<file path="config.mk">
export PLATFORM = sky130hd
export DESIGN_NAME = rds_mul
export DESIGN_NICKNAME = d
export VERILOG_FILES = /design/src/rtl/rds_pkg.sv /design/src/rtl/rds_mul.sv
export SDC_FILE = /design/constraint.sdc
export NUM_CORES = 2
export LEC_CHECK = 0
export BUFFER_PORTS_ARGS = -buffer_cell sky130_fd_sc_hd__buf_2
export CORE_MARGIN = 2
export CORE_UTILIZATION = 35
export DETAILED_ROUTE_END_ITERATION = 8
export PLACE_DENSITY_LB_ADDON = 0.15
export SETUP_SLACK_MARGIN = 0.2
export SLEW_MARGIN = 20
export SYNTH_ARGS = -nofsm -noshare
export SYNTH_HDL_FRONTEND = slang
export SYNTH_SLANG_ARGS = --single-unit
</file>
<file path="constraint.sdc">
create_clock -name clk -period 10.5 [get_ports clk]
set_clock_uncertainty 0.15 [all_clocks]
set_input_delay 2.1 -clock clk [delete_from_list [all_inputs] [get_ports clk]]
set_output_delay 2.1 -clock clk [all_outputs]
set_load 0.05 [all_outputs]
</file>
<file path="src/rtl/rds_pkg.sv">
// Shared types, constants and saturation helpers for the stencil step engine.
package rds_pkg;

	localparam int GRID_SIZE = 256;
	localparam int FRAC_BITS = 28;
	localparam int IDX_W     = $clog2(GRID_SIZE);
	localparam int ADDR_W    = 2 * IDX_W;
	localparam int CELLS     = GRID_SIZE * GRID_SIZE;
	localparam int DATA_W    = 32;
	localparam int REG_W     = 31;
	localparam int WIDE_W    = 2 * DATA_W - FRAC_BITS;
	localparam int CNT_W     = 17;
	localparam int INTERIOR  = (GRID_SIZE - 2) * (GRID_SIZE - 2);

	localparam logic [1:0] OP_WRITE = 2'd0;
	localparam logic [1:0] OP_READ  = 2'd1;
	localparam logic [1:0] OP_SWEEP = 2'd2;

	localparam logic KIND_READ  = 1'b0;
	localparam logic KIND_SWEEP = 1'b1;

	localparam logic [2:0] REG_TIME_STEP  = 3'd0;
	localparam logic [2:0] REG_DECAY_RATE = 3'd1;
	localparam logic [2:0] REG_COEF_X     = 3'd2;
	localparam logic [2:0] REG_COEF_Y     = 3'd3;
	localparam logic [2:0] REG_LOW_THRESH = 3'd4;

	typedef struct packed {
		logic signed [DATA_W-1:0] a;
		logic signed [DATA_W-1:0] b;
		logic signed [DATA_W-1:0] c;
	} cell_t;

	typedef struct packed {
		logic              we;
		logic [ADDR_W-1:0] addr;
		cell_t             wdata;
	} grid_req_t;

	function automatic logic signed [WIDE_W-1:0] sx(input logic signed [DATA_W-1:0] v);
		return WIDE_W'(v);
	endfunction

	function automatic logic signed [DATA_W-1:0] sat_wide(input logic signed [WIDE_W-1:0] v);
		logic [WIDE_W-DATA_W:0] top;
		top = v[WIDE_W-1:DATA_W-1];
		if (~|top || &top) return v[DATA_W-1:0];
		else if (v[WIDE_W-1]) return {1'b1, {(DATA_W-1){1'b0}}};
		else return {1'b0, {(DATA_W-1){1'b1}}};
	endfunction

endpackage

</file>
<file path="src/rtl/rds_mul.sv">
// Shared fixed-point multiplier: product, round half up, shift, saturate.
module rds_mul import rds_pkg::*; (
	input  logic                     clk,
	input  logic signed [DATA_W-1:0] x,
	input  logic signed [DATA_W-1:0] y,
	output logic signed [DATA_W-1:0] res_s2
);

	logic signed [2*DATA_W-1:0] prod_s1;
	logic signed [2*DATA_W-1:0] rnd;

	assign rnd = prod_s1 + (2*DATA_W)'(64'sd1 <<< (FRAC_BITS - 1));

	always_ff @(posedge clk) begin
		prod_s1 <= x * y;
		res_s2  <= sat_wide(rnd[2*DATA_W-1:FRAC_BITS]);
	end

endmodule

</file>
# Word level (Yosys, flattened, before mapping)
# Index checks and enable logic that the tools add are counted.
# W data, S select, Z words.
[word_totals]
regBits = 96
out_inout_bits = 32
word_cells = 10
in_bits = 65
[op_classes]
n_reduce_logical = 4
add_sub_neg = 1
mux = 2
multipliers = 1
[ops]
columns = ["operator", "n"]
rows = [
  ["$add A64 B29 Y64 const B", 1],
  ["$mul A32 B32 Y64", 1],
  ["$mux W32", 2],
  ["$reduce_and A5 Y1", 1],
  ["$reduce_or A5 Y1", 1],
  ["$logic_not A1 Y1", 1],
  ["$logic_or A1 B1 Y1", 1],
]

# Logic depth before layout (Yosys ltp)
[depth]
ltp_word = 5
ltp_mapped = 28
ltp_nobuf = 27

# Worst setup path before layout
# Ideal clock, no wire load.
[synth_path]
path_kind = "input -> register"
start = "input port x[31]"
end = "register prod_s1[63]"
arrival_ps = 9400
path_buffers = 1
path_stages = 26
setup_ps = 120
path_slack_ps = 831
required_time_ps = 10230
path_cell_list = "clkbuf_1 > nand2_1 > inv_1 > fa_1 > inv_1 > fa_1 > inv_1 > fa_1 > fa_1 > inv_1 > fa_1 > inv_1 > fa_1 > inv_1 > fa_1 > inv_1 > fa_1 > ha_1 > and3_1 > a221oi_1 > nor2b_1 > o21ai_0 > nor2b_1 > a21oi_1 > o2111a_1 > a211o_1"
[synth_via]
elab_chain_cells = 1
[synth_rtl]
columns = ["item", "line_no", "source"]
rows = [
  ["from (decl)", "rds_mul.sv:4", "input logic signed [DATA_W-1:0] x,"],
  ["$mul A32 B32 Y64", "rds_mul.sv:15", "prod_s1 <= x * y;"],
  ["to (signal assigned)", "rds_mul.sv:15", ""],
  ["to (decl)", "rds_mul.sv:9", "logic signed [2*DATA_W-1:0] prod_s1;"],
]
# Every way passes these cells.

# Final worst setup path
[layout_path]
start = "input port y[2]"
end = "register prod_s1[63]"
[layout_via]
elab_chain_cells = 1
[layout_rtl]
columns = ["item", "line_no", "source"]
rows = [
  ["from (decl)", "rds_mul.sv:5", "input logic signed [DATA_W-1:0] y,"],
  ["$mul A32 B32 Y64", "rds_mul.sv:15", ""],
]
# Every way passes these cells.

==> metrics.md <==
| Metric | Value |
|---|---|
| Run status | finished clean |
| Row count | 119 |
| Global-route usage over all layers | 20.88% |
| Setup Total Neg Slack | 0 ns |
| Post-DP HPWL | 88910 um |
| Mapped Cells | 3847 |
| Nets | 5206 |
| CTS sink cnt | 69 |
| Sequential share of the synthesized area | 3.715% |
| Leading cell type by number of instances after synthesis | fa_1 |
| Crit-path max FO | 19 |
| Initial DRC Count | 1097 |
| Critical path capture point type | flip-flop |
| Max_cap viols | 0 |
| Synth warn | 0 |
| Area growth from synthesis to layout | 7.527% |
| Synth unique cells | 66 |
| Antenna violations before repair | 12 |
| Setup violators final | 0 |
| Die Ht | 329.9 um |
| Mapped Area | 37180 sq um |
| Min-Delay Path Class | reg2reg |
| FF+latch count, synth | 69 |
| Port Buffers | 96 |
| Crit path from | y[2] |
| Boundary Pins | 97 |
| Die W | 329.9 um |
| TritonCTS Buffers | 9 |
| Htree depth | 3 |
| Top cells by area, synth | fa_1 58%, inv_1 9.4%, and2_1 8.7% |
| Worst-path clk slew | 0.06 ns |
| Placer Congestion | 0.8629 |
| Post-DRT Antenna Nets | 0 |
| DR vias | 24816 |
| Final hold viol count | 0 |
| Post-cts gate resize count | 0 |
| Yosys top cell by area | fa_1 |
| CP Data Arrival Time | 9.86 ns |
| Post-CTS Setup Repair Bufs | 0 |
| First-pass DRT Iterations | 5 |
| Synth async-reset ratio | 0% |
| Final Cycle Share | 93.28% |
| Core Box Area | 105300 sq um |
| Vias in the first global route | 28659 |
| Die ar. | 108900 sq um |
| Achievable frequency | 102.1 MHz |
| Grt ovf | 0 |
| Worst-Margin Slew | 0.8679 ns |
| Number of flops mapped to enable cells by yosys | 0 |
| CTS tree | done |
| Worst setup path category | in2reg |
| Clk_lat worst skew | 0.33 ns |
| CTS Hold Bufs | 0 |
| Vias per cell | 4.703 |
| Largest net degree at the start of global routing | 33 |
| DR DRC count | 0 |
| Synth cell count leaders | 1081 x fa_1, 936 x inv_1, 515 x and2_1 |
| R2R setup slack | 7.07 ns |
| Max clock buf depth | 2 |
| RSZ-0062 raised after global routing | false |
| Crit path to | prod_s1[63] |
| Startpoint types | primary input |
| Slew headroom | 42.14% |
| Slew Viols, Final | 0 |
| Synth Area per Inst | 9.666 sq um |
| Reg-to-reg endpoint | res_s2[1] |
| WP data required | 10.57 ns |
| Cell at the root of the clock tree | clkbuf_16 |
| Initial core utilization | 35.32% |
| Drt wl/cell | 20.19 um |
| Primary FF master, synth | dfxtp_1 |
| Share of cells above drive strength 1 | 7.003% |
| Fin crit period | 9.794 ns |
| Worst reg2reg path startpoint | prod_s1[29] |
| Drt total wl | 106500 um |
| Syn nets | 5174 |
| Synth top area share | 58.20% |
| R2R depth | 10 |
| Global-route wire length before repair | 170600 um |
-- layout by cell type (no fill, tap or decap), types with 18 or more instances in the layout --
| cell type | n |
|---|---|
| a21o_1 | 18 |
| a21oi_1 | 33 |
| and2_1 | 515 |
| buf_2 | 96 |
| buf_4 | 111 |
| dfxtp_1 | 69 |
| fa_1 | 1081 |
| ha_1 | 181 |
| inv_1 | 936 |
| nand2_1 | 506 |
| nand3_1 | 32 |
| nor2_1 | 45 |
| o21ai_2 | 21 |
| xnor2_1 | 43 |
| xor2_1 | 38 |
-- area by class of cell --
| type | instances | area (sq um) |
|---|---|---|
| antenna | 2 | 5.005 |
| clock inverter | 6 | 62.56 |
| clock buffer | 10 | 239.0 |
| multi-input combinational | 2644 | 31500 |
| inverter | 937 | 3517 |
| sequential | 69 | 1381 |
| tap | 1391 | 1740 |
| fill | 10671 | 65280 |
| timing repair buffer | 218 | 1534 |
-- kinds of logic after synthesis --
group,count (synthesis),share of synthesized area [%]
compound gates,136,2.527
xor+xnor,82,1.952
fa+ha+maj,1262,64.29
buf+inv,1134,11.56
flops,69,3.715
mux,1,0.03028
simple gates,1163,15.93
-- critical path, cell delays in order --
cell,delay (ns)
buf_2,0.45
buf_4,0.23
nand2_1,0.08
inv_1,0.14
fa_1,0.46
fa_1,0.55
fa_1,0.61
fa_1,0.66
inv_1,0.21
fa_1,0.55
inv_1,0.06
fa_1,0.52
inv_1,0.05
fa_1,0.47
inv_1,0.05
fa_1,0.45
ha_1,0.34
and3_1,0.23
a221oi_1,0.36
nor2b_1,0.08
o21ai_0,0.29
nor2b_1,0.28
a21oi_1,0.13
o2111a_1,0.26
a211o_1,0.22
-- sequential cells by signal, indices dropped and copies added (netlist names) --
register / count
res_s2: 32
prod_s1: 37
-- worst min path at each step --
stage                startpoint         end  slack (ns)  depth (start not counted)
floorplan           prod_s1[43]  res_s2[15]        0.35                          2
global placement    prod_s1[43]  res_s2[15]        0.39                          2
detailed placement  prod_s1[38]  res_s2[10]        0.39                          2
CTS                 prod_s1[38]  res_s2[10]        0.41                          2
global route        prod_s1[50]  res_s2[22]        0.44                          2
finish              prod_s1[43]  res_s2[15]        0.40                          2
-- per-stage QoR --
step	std cells	hold slack, ns	utilization, %	worst slack, ns	cell area (sq um)
2_1_floorplan	3847	0.3532	-	0.8308	37180
3_3_place_gp	5259	0.3888	37.69	0.4577	39680
4_1_cts	5275	0.4094	37.98	0.7104	39980
5_1_grt	5275	0.4431	37.98	0.2849	39980
3_5_place_dp	5259	0.3928	37.69	0.4035	39680
6_report	5277	0.4016	37.98	0.7061	39980
-- per-layer routing --
metal | vias to the layer above | global-route usage, % | wire [um]
met2 | 338 | 38.47 | 55660
met1 | 13397 | 27.27 | 45750
li1 | 10982 | - | -
met4 | 14 | 2.816 | 1742
met5 | - | 0 | 88
met3 | 85 | 1.724 | 3305
Power is not shown: default switching activity piles up to over one toggle a cycle in this logic, so the estimate is an artifact.
